**src/hw/rtl/rspt_pkg.sv**
```systemverilog
// rspt_pkg: types and constants for the radio second pulse phase tracker
// word layouts of both channels, mode and register codes, reset values
// no dependencies
package rspt_pkg;

  typedef struct packed {
    logic [2:0]  mode;
    logic [31:0] now_ms;
    logic [22:0] edge_timer_count;
    logic        timer_running;
    logic [16:0] second_value;
  } in_item_t;

  typedef struct packed {
    logic        pulse_valid;
    logic [31:0] pulse_start_ms;
    logic [31:0] pulse_width_ms;
    logic        reload_write;
    logic [22:0] reload_value;
    logic        seconds_known;
    logic [16:0] seconds_value;
  } out_item_t;

  localparam int unsigned CFG_INDEX_W = 3;
  localparam int unsigned CFG_DATA_W  = 23;

  localparam logic [2:0] MODE_RISE = 3'd0;
  localparam logic [2:0] MODE_FALL = 3'd1;
  localparam logic [2:0] MODE_TICK = 3'd2;
  localparam logic [2:0] MODE_LOAD = 3'd3;
  localparam logic [2:0] MODE_POLL = 3'd4;

  localparam logic [CFG_INDEX_W-1:0] REG_MIN_PULSE_MS     = 3'd0;
  localparam logic [CFG_INDEX_W-1:0] REG_NOMINAL_PERIOD   = 3'd1;
  localparam logic [CFG_INDEX_W-1:0] REG_HALF_PERIOD      = 3'd2;
  localparam logic [CFG_INDEX_W-1:0] REG_UNSYNC_THRESHOLD = 3'd3;
  localparam logic [CFG_INDEX_W-1:0] REG_ADAPT_THRESHOLD  = 3'd4;
  localparam logic [CFG_INDEX_W-1:0] REG_MAX_UNSYNC_COUNT = 3'd5;
  localparam logic [CFG_INDEX_W-1:0] REG_SECONDS_WRAP     = 3'd6;

  localparam logic [9:0]  RST_MIN_PULSE_MS     = 10'd50;
  localparam logic [22:0] RST_NOMINAL_PERIOD   = 23'd5000000;
  localparam logic [22:0] RST_HALF_PERIOD      = 23'd2500000;
  localparam logic [22:0] RST_UNSYNC_THRESHOLD = 23'd250000;
  localparam logic [22:0] RST_ADAPT_THRESHOLD  = 23'd5000;
  localparam logic [7:0]  RST_MAX_UNSYNC_COUNT = 8'd5;
  localparam logic [16:0] RST_SECONDS_WRAP     = 17'd86400;

  localparam logic [22:0] PERIOD_MAX     = 23'h7FFFFF;
  localparam logic [7:0]  UNSYNC_SAT     = 8'd255;
  localparam int unsigned SEC_W          = 17;

  // background reduction of the seconds counter modulo seconds_wrap
  typedef enum logic [1:0] {
    RS_READY,
    RS_LOAD,
    RS_SHIFT
  } red_state_t;

endpackage

```
**src/hw/rtl/radio_second_pulse_phase_tracker_top.sv**
```systemverilog
// radio_second_pulse_phase_tracker_top: second timer phase lock to radio pulses
// uses rspt_pkg for word types, mode and register codes
// single module: event datapath, seconds reducer, two-entry result buffer
//
// channels: in (valid/ready, one event word), out (valid/ready, one result
// word per event), cfg (valid/ready, index and data, always ready).
// every accepted event gives exactly one result word, registered into the
// output or skid register. one event is taken per cycle unless stalled.
// the result side has an output register plus a skid register: one more
// event is taken while a result waits, then in_ready drops until out drains.
// the seconds counter keeps a copy reduced modulo seconds_wrap, worked out
// by a one-bit-a-step remainder unit. after a write to seconds_wrap, or a
// tick that loads a second at or above seconds_wrap, that unit runs one load
// step and 17 shift steps (only the load step when the wrap is zero), and
// in_ready stays low meanwhile.
// reset (rst, synchronous) restores all registers to their reset values,
// clears all marks and pending flags, empties the result buffer and leaves
// the seconds counter unknown; in_ready is high in the cycle after reset.
module radio_second_pulse_phase_tracker_top (
  input  logic                              clk,
  input  logic                              rst,
  input  logic                              in_valid,
  output logic                              in_ready,
  input  rspt_pkg::in_item_t                in_data,
  output logic                              out_valid,
  input  logic                              out_ready,
  output rspt_pkg::out_item_t               out_data,
  input  logic                              cfg_valid,
  output logic                              cfg_ready,
  input  logic [rspt_pkg::CFG_INDEX_W-1:0]  cfg_index,
  input  logic [rspt_pkg::CFG_DATA_W-1:0]   cfg_data
);
  import rspt_pkg::*;

  // configuration
  logic [9:0]  min_pulse_ms;
  logic [22:0] nominal_period;
  logic [22:0] half_period;
  logic [22:0] unsync_threshold;
  logic [22:0] adapt_threshold;
  logic [7:0]  max_unsync_count;
  logic [16:0] seconds_wrap;
  logic        cfg_write;
  logic        wrap_write;

  // event state
  logic [31:0] rise_time, rise_time_next;
  logic [31:0] fall_time, fall_time_next;
  logic        rise_pending, rise_pending_next;
  logic        fall_pending, fall_pending_next;
  logic [22:0] edge_capture, edge_capture_next;
  logic        edge_pending, edge_pending_next;
  logic [7:0]  unsync_count, unsync_count_next;
  logic [22:0] last_period, last_period_next;
  logic [16:0] seconds_count, seconds_count_next;
  logic        seconds_valid, seconds_valid_next;
  logic [16:0] staged_second, staged_second_next;
  logic        staged_second_valid, staged_second_valid_next;
  logic [16:0] seconds_red, seconds_red_next;

  // tick arithmetic
  logic        late;
  logic [22:0] diff;
  logic [22:0] diff_half;
  logic        unsync_step;
  logic [7:0]  unsync_inc;
  logic        adapt;
  logic [22:0] period_short;
  logic [23:0] period_sum;
  logic [22:0] period_long;
  logic [16:0] red_plus;
  logic [16:0] seconds_inc;
  logic [31:0] width;
  logic        red_restart;

  out_item_t   result;
  logic        accept;

  // remainder unit
  red_state_t  red_state, red_state_next;
  logic        red_ready;
  logic        red_load;
  logic        red_step;
  logic [16:0] div_rem;
  logic [16:0] div_bits;
  logic [4:0]  div_cnt;
  logic [17:0] div_trial;
  logic [16:0] div_rem_next;

  // result buffer
  logic        skid_valid;
  out_item_t   skid_data;

  assign cfg_ready  = 1'b1;
  assign cfg_write  = cfg_valid && cfg_ready;
  assign wrap_write = cfg_write && (cfg_index == REG_SECONDS_WRAP);
  assign in_ready   = red_ready && !skid_valid;
  assign accept     = in_valid && in_ready;

  always_ff @(posedge clk) begin
    if (rst) begin
      min_pulse_ms     <= RST_MIN_PULSE_MS;
      nominal_period   <= RST_NOMINAL_PERIOD;
      half_period      <= RST_HALF_PERIOD;
      unsync_threshold <= RST_UNSYNC_THRESHOLD;
      adapt_threshold  <= RST_ADAPT_THRESHOLD;
      max_unsync_count <= RST_MAX_UNSYNC_COUNT;
      seconds_wrap     <= RST_SECONDS_WRAP;
    end else if (cfg_write) begin
      unique case (cfg_index)
        REG_MIN_PULSE_MS:     min_pulse_ms     <= cfg_data[9:0];
        REG_NOMINAL_PERIOD:   nominal_period   <= cfg_data;
        REG_HALF_PERIOD:      half_period      <= cfg_data;
        REG_UNSYNC_THRESHOLD: unsync_threshold <= cfg_data;
        REG_ADAPT_THRESHOLD:  adapt_threshold  <= cfg_data;
        REG_MAX_UNSYNC_COUNT: max_unsync_count <= cfg_data[7:0];
        REG_SECONDS_WRAP:     seconds_wrap     <= cfg_data[16:0];
        default: ;
      endcase
    end
  end

  // phase error vs. the last rising-edge capture, periods, next second, width
  always_comb begin
    late         = edge_capture < half_period;
    if (late) begin
      diff = edge_capture;
    end else if (last_period > edge_capture) begin
      diff = last_period - edge_capture;
    end else begin
      diff = '0;
    end
    diff_half    = diff >> 1;
    unsync_step  = (diff > unsync_threshold) && (unsync_count != UNSYNC_SAT);
    unsync_inc   = unsync_count + {7'd0, unsync_step};
    adapt        = edge_pending && (diff > adapt_threshold) &&
                   ((diff <= unsync_threshold) || (unsync_inc >= max_unsync_count));
    period_short = (nominal_period > diff_half) ? nominal_period - diff_half : '0;
    period_sum   = {1'b0, nominal_period} + {1'b0, diff_half};
    period_long  = period_sum[23] ? PERIOD_MAX : period_sum[22:0];
    // the reduced copy is below the wrap, so one compare finishes the modulo
    red_plus     = seconds_red + 17'd1;
    if (seconds_wrap == '0) begin
      seconds_inc = seconds_count + 17'd1;
    end else if (red_plus == seconds_wrap) begin
      seconds_inc = '0;
    end else begin
      seconds_inc = red_plus;
    end
    width        = fall_time - rise_time;
  end

  always_comb begin
    rise_time_next           = rise_time;
    fall_time_next           = fall_time;
    rise_pending_next        = rise_pending;
    fall_pending_next        = fall_pending;
    edge_capture_next        = edge_capture;
    edge_pending_next        = edge_pending;
    unsync_count_next        = unsync_count;
    last_period_next         = last_period;
    seconds_count_next       = seconds_count;
    seconds_valid_next       = seconds_valid;
    staged_second_next       = staged_second;
    staged_second_valid_next = staged_second_valid;
    seconds_red_next         = seconds_red;
    red_restart              = 1'b0;
    result                   = '0;
    case (in_data.mode)
      MODE_RISE: begin
        rise_time_next    = in_data.now_ms;
        fall_pending_next = 1'b0;
        rise_pending_next = 1'b1;
        if (in_data.timer_running) begin
          edge_capture_next = in_data.edge_timer_count;
          edge_pending_next = 1'b1;
        end
      end
      MODE_FALL: begin
        fall_time_next    = in_data.now_ms;
        fall_pending_next = 1'b1;
      end
      MODE_TICK: begin
        edge_pending_next = 1'b0;
        if (adapt) begin
          last_period_next    = late ? period_short : period_long;
          unsync_count_next   = '0;
          result.reload_write = 1'b1;
          result.reload_value = last_period_next;
        end else begin
          last_period_next  = nominal_period;
          unsync_count_next = unsync_inc;
          if (last_period != nominal_period) begin
            result.reload_write = 1'b1;
            result.reload_value = nominal_period;
          end
        end
        if (staged_second_valid) begin
          seconds_count_next       = staged_second;
          seconds_red_next         = staged_second;
          seconds_valid_next       = 1'b1;
          staged_second_valid_next = 1'b0;
          // a loaded second at or above a nonzero wrap needs a full remainder pass
          red_restart = (seconds_wrap != '0) && (staged_second >= seconds_wrap);
        end else if (seconds_valid) begin
          seconds_count_next = seconds_inc;
          seconds_red_next   = seconds_inc;
        end
      end
      MODE_LOAD: begin
        staged_second_next       = in_data.second_value;
        staged_second_valid_next = 1'b1;
      end
      MODE_POLL: begin
        if (rise_pending && fall_pending) begin
          rise_pending_next = 1'b0;
          fall_pending_next = 1'b0;
          if (width >= {22'd0, min_pulse_ms}) begin
            result.pulse_valid    = 1'b1;
            result.pulse_start_ms = rise_time;
            result.pulse_width_ms = width;
          end
        end
      end
      default: ;
    endcase
    result.seconds_known = seconds_valid_next;
    result.seconds_value = seconds_count_next;
  end

  always_ff @(posedge clk) begin
    if (rst) begin
      rise_time           <= '0;
      fall_time           <= '0;
      rise_pending        <= 1'b0;
      fall_pending        <= 1'b0;
      edge_capture        <= '0;
      edge_pending        <= 1'b0;
      unsync_count        <= '0;
      last_period         <= RST_NOMINAL_PERIOD;
      seconds_count       <= '0;
      seconds_valid       <= 1'b0;
      staged_second       <= '0;
      staged_second_valid <= 1'b0;
      seconds_red         <= '0;
    end else if (accept) begin
      rise_time           <= rise_time_next;
      fall_time           <= fall_time_next;
      rise_pending        <= rise_pending_next;
      fall_pending        <= fall_pending_next;
      edge_capture        <= edge_capture_next;
      edge_pending        <= edge_pending_next;
      unsync_count        <= unsync_count_next;
      last_period         <= last_period_next;
      seconds_count       <= seconds_count_next;
      seconds_valid       <= seconds_valid_next;
      staged_second       <= staged_second_next;
      staged_second_valid <= staged_second_valid_next;
      seconds_red         <= seconds_red_next;
    end else if (red_step && (div_cnt == '0)) begin
      seconds_red <= div_rem_next;
    end
  end

  // remainder unit: seconds_count mod seconds_wrap, one dividend bit a cycle
  always_comb begin
    red_state_next = red_state;
    unique case (red_state)
      RS_READY: if (red_restart && accept) red_state_next = RS_LOAD;
      RS_LOAD:  red_state_next = (seconds_wrap == '0) ? RS_READY : RS_SHIFT;
      RS_SHIFT: if (div_cnt == '0) red_state_next = RS_READY;
      default:  red_state_next = RS_READY;
    endcase
    // a new wrap value restarts the pass from wherever it stands
    if (wrap_write) red_state_next = RS_LOAD;
  end

  always_comb begin
    red_ready = (red_state == RS_READY);
    red_load  = (red_state == RS_LOAD);
    red_step  = (red_state == RS_SHIFT);
  end

  always_comb begin
    div_trial = {div_rem, div_bits[SEC_W-1]};
    if (div_trial >= {1'b0, seconds_wrap}) begin
      div_rem_next = 17'(div_trial - {1'b0, seconds_wrap});
    end else begin
      div_rem_next = div_trial[16:0];
    end
  end

  always_ff @(posedge clk) begin
    if (rst) begin
      red_state <= RS_READY;
    end else begin
      red_state <= red_state_next;
    end
  end

  always_ff @(posedge clk) begin
    if (red_load) begin
      div_rem  <= '0;
      div_bits <= seconds_count;
      div_cnt  <= 5'(SEC_W - 1);
    end else if (red_step) begin
      div_rem  <= div_rem_next;
      div_bits <= div_bits << 1;
      div_cnt  <= div_cnt - 5'd1;
    end
  end

  // output register with one skid word behind it
  always_ff @(posedge clk) begin
    if (rst) begin
      out_valid  <= 1'b0;
      skid_valid <= 1'b0;
    end else if (!out_valid || out_ready) begin
      if (skid_valid) begin
        out_data   <= skid_data;
        out_valid  <= 1'b1;
        skid_valid <= 1'b0;
      end else if (accept) begin
        out_data  <= result;
        out_valid <= 1'b1;
      end else begin
        out_valid <= 1'b0;
      end
    end else if (accept) begin
      skid_data  <= result;
      skid_valid <= 1'b1;
    end
  end

  a_skid_behind_out: assert property (@(posedge clk) disable iff (rst)
    skid_valid |-> out_valid)
    else $error("skid word held while output register empty");

  a_skid_on_stall: assert property (@(posedge clk) disable iff (rst)
    $rose(skid_valid) |-> $past(out_valid && !out_ready))
    else $error("skid word filled without an output stall");

  a_red_below_wrap: assert property (@(posedge clk) disable iff (rst)
    (red_ready && (seconds_wrap != '0)) |-> (seconds_red < seconds_wrap))
    else $error("reduced seconds copy not below the wrap");

endmodule

```
**config.mk**
```make
export PLATFORM = sky130hd
export DESIGN_NAME = radio_second_pulse_phase_tracker_top
export DESIGN_NICKNAME = d
export VERILOG_FILES = /design/src/hw/rtl/rspt_pkg.sv /design/src/hw/rtl/radio_second_pulse_phase_tracker_top.sv
export SDC_FILE = /design/constraint.sdc
export NUM_CORES = 2
export LEC_CHECK = 0
export ABC_AREA = 1
export ABC_CLOCK_PERIOD_IN_PS = 30800
export BUFFER_PORTS_ARGS = -buffer_cell sky130_fd_sc_hd__buf_2
export CORE_UTILIZATION = 32
export CTS_BUF_LIST = sky130_fd_sc_hd__clkbuf_8
export DETAILED_ROUTE_END_ITERATION = 8
export SYNTH_ARGS = -nofsm -noshare
export SYNTH_HDL_FRONTEND = slang
export SYNTH_SLANG_ARGS = --single-unit
```
**constraint.sdc**
```tcl
create_clock -name clk -period 30.8 [get_ports clk]
set_input_delay 7.7 -clock clk [delete_from_list [all_inputs] [get_ports clk]]
set_output_delay 7.7 -clock clk [all_outputs]
set_load 0.02 [all_outputs]
```
==> results.json <==
{
  "outcome": "completed",
  "clk_pin_slew_ns": 0.06,
  "ys_ff_latch": 558,
  "ant_nets": 0,
  "synth-edff-count": 231,
  "cts_hold_buffers": 0,
  "min_path_type": "reg -> reg",
  "max_slew_margin_pct": 18.2,
  "grt_pass1_wl_mm": 183,
  "rr_startpoint": "last_period[2]",
  "vias": 32200,
  "start_util_pct": 32.2,
  "cp_max_fo": 60,
  "synth_area_sq_um": 33900,
  "setup-tns-final_ns": 0,
  "reg2reg_setup_slack_ns": 22.13,
  "syn_avg_cell_area_sq_um": 7.34,
  "critical_path_arrival_ns": 10.78,
  "core_area_sq_um": 105000,
  "cp-end-kind": "flop",
  "fmax_ghz": 0.0986,
  "mostFrequentLayoutCells": "nand2_1 (1093), inv_1 (528), a21oi_1 (452), nor2_1 (446), o21ai_0 (380)",
  "power_leakage_nw": 17.0,
  "path_class": "in -> reg",
  "yosys_warnings": 0,
  "rsz0062_at_grt": "false",
  "dp_hpwl_mm": 91.8,
  "dieArea_sq_um": 107000,
  "areaGrowthSynthToFinish_pct": 13.2,
  "drv_slew": 0,
  "cts_resized": 0,
  "cts-root-buf": "clkbuf_8",
  "totalWireLength_mm": 122,
  "ir_drop_mv": 0.0325,
  "fin_nets": 5116,
  "ff2ff_path_depth": 37,
  "clock_sinks": 558,
  "dr.pass1.iters": 6,
  "r2r_end": "out_data[30]",
  "period_minus_slack_ns": 10.14,
  "clk_latency_ns": 0.76,
  "synth_nets": 4964,
  "synthFlopType": "dfxtp_1",
  "hold_viol_final": 0,
  "clock_path_buffers": 3,
  "die_y_um": 328,
  "final_cells": 6253,
  "grt_antenna_before_repair": 1,
  "placed_cells_incl_taps": 6066,
  "num_rows": 119,
  "io_pins": 217,
  "vias_per_cell": 5.16,
  "min_path_cells": 2,
  "grt_overflow": 0,
  "seq_area_frac_synth_pct": 39.7,
  "cts_max_level": 3,
  "setup_viol": 0,
  "portBuffers": 215,
  "syn_inst": 4624,
  "post_drt_wl_per_cell_um": 19.4,
  "post_cts_buffers": 0,
  "synthDistinctLibCells": 54,
  "p_per_area_nw_per_um2": 61.7,
  "grt_max_degree": 107,
  "drtIter0Drc": 2912,
  "tightest_slew_ns": 1.23,
  "drive_gt1_share_pct": 9.22,
  "grt_pass1_vias": 29900,
  "cp.required_ns": 31.44,
  "start_kind": "input port",
  "gp_congestion": 0.967,
  "async_flop_share_pct": 0,
  "drcViolationCount": 0,
  "fin_crit_sh_pct": 32.9,
  "worstHoldStart": "half_period[12]",
  "grt_usage_pct": 22.2,
  "cts_made_buffers": 99,
  "tritoncts": "yes",
  "mostFrequentLayoutCell": "nand2_1",
  "die_x_um": 328,
  "cap_violations": 0,
  "final.setup_skew_ns": 0.0855,
  "hold_end": "half_period[12]"
}
worst max-delay path by stage:
stage	startpoint	endpoint	slack [ns]
2_1_floorplan	in_valid	out_data[0]	14.47
4_1_cts	in_data[74]	out_data[106]	20.75
3_3_place_gp	in_valid	out_data[31]	19.94
3_5_place_dp	in_data[74]	out_data[106]	19.94
5_1_grt	in_valid	out_data[79]	20.47
6_report	in_data[73]	unsync_count[0]	20.66
cell type report:
class | instances | area [sq um]
Clock buffer | 122 | 1680
Fill cell | 11200 | 66900
Antenna cell | 2 | 5.00
Tap cell | 1391 | 1740
Timing Repair Buffer | 249 | 1330
Clock inverter | 63 | 492
Sequential cell | 558 | 13500
Inverter | 515 | 1940
Multi-Input combinational cell | 3353 | 17700
cell usage after synthesis (3+ instances only):
cell type / number / area share [%]
nand2_1: 1096 / 12
inv_2: 10 / 0.11
a21oi_1: 452 / 6.7
o211ai_1: 53 / 1.2
o41ai_1: 17 / 0.44
a31oi_1: 10 / 0.18
buf_1: 10 / 0.11
a211oi_1: 4 / 0.088
buf_2: 19 / 0.28
inv_1: 502 / 5.6
a21o_1: 9 / 0.20
nor2_1: 448 / 5.0
nand4_1: 120 / 2.2
o22ai_1: 11 / 0.20
o21ai_1: 6 / 0.088
nor4_1: 18 / 0.33
ha_1: 228 / 8.4
xor2_1: 70 / 1.8
edfxtp_1: 231 / 20
nor3_1: 40 / 0.59
nand3_1: 262 / 3.9
nor2_2: 12 / 0.22
xnor2_1: 38 / 0.98
o21a_1: 5 / 0.11
o31ai_1: 4 / 0.088
or2_2: 4 / 0.074
fa_1: 5 / 0.29
nor3_2: 3 / 0.088
clkinv_1: 3 / 0.033
nand3b_1: 6 / 0.13
o21ai_0: 380 / 5.6
buf_6: 6 / 0.20
a21boi_0: 21 / 0.46
o21bai_1: 11 / 0.24
dfxtp_1: 327 / 19
clkbuf_1: 161 / 1.8
critical path, stage by stage:
cell,delay [ns]
buf_2,0.12
nor3_2,0.20
buf_4,0.33
inv_2,0.04
buf_4,0.33
nor2_2,0.46
inv_1,0.45
nor2_1,0.20
buf_4,0.27
clkinv_1,0.29
o32ai_1,0.32
metal layers:
layer  global-route usage (%)  up-vias  wire [um]
met2                     35.0     1148      54300
met3                     3.00      191       8150
met4                     8.15        0       4070
li1                         -    15800          -
met5                        0        -          0
met1                     30.9    15100      55100
per-stage QoR:
stage	hold WS (ns)	setup WS, ns	area (sq um)	power (mW)	utilization, %
3_5_place_dp	0.454	19.94	36200	1.62	34.4
5_1_grt	0.477	20.47	38400	2.51	36.5
4_1_cts	0.456	20.75	38400	2.38	36.5
6_report	0.460	20.66	38400	2.37	36.5
2_1_floorplan	0.433	14.47	33900	1.40	-
3_3_place_gp	0.448	19.94	36200	1.62	34.4
cell families (layout without fill, tap and decap cells):
| kind of cell | after synthesis | in the layout | synth area share, % |
|---|---|---|---|
| AO/OA/AOI/OAI | 989 | 989 | 15.7 |
| XOR/XNOR | 110 | 110 | 2.90 |
| adder cells (fa/ha/maj) | 233 | 233 | 8.70 |
| buffers and inverters | 713 | 949 | 8.13 |
| flip-flops | 558 | 558 | 39.7 |
| other | 1 | 3 | 0.0110 |
| AND/OR/NAND/NOR | 2020 | 2020 | 24.8 |
report_power, final:
part	internal [mW]	switching, mW
Sequential	0.852	0.0404
Clock	0.419	0.335
Combinational	0.216	0.509
flip-flops by register name, indices dropped and copies added (netlist names), 10 cells and up:
name,flops
out_data,107
skid_data,107
fall_time,32
rise_time,32
adapt_threshold,23
edge_capture,23
half_period,23
last_period,23
nominal_period,23
unsync_threshold,23
div_bits,17
div_rem,17
seconds_count,17
seconds_red,17
seconds_wrap,17
staged_second,17
min_pulse_ms,10
(Power assumes the default switching activity.)
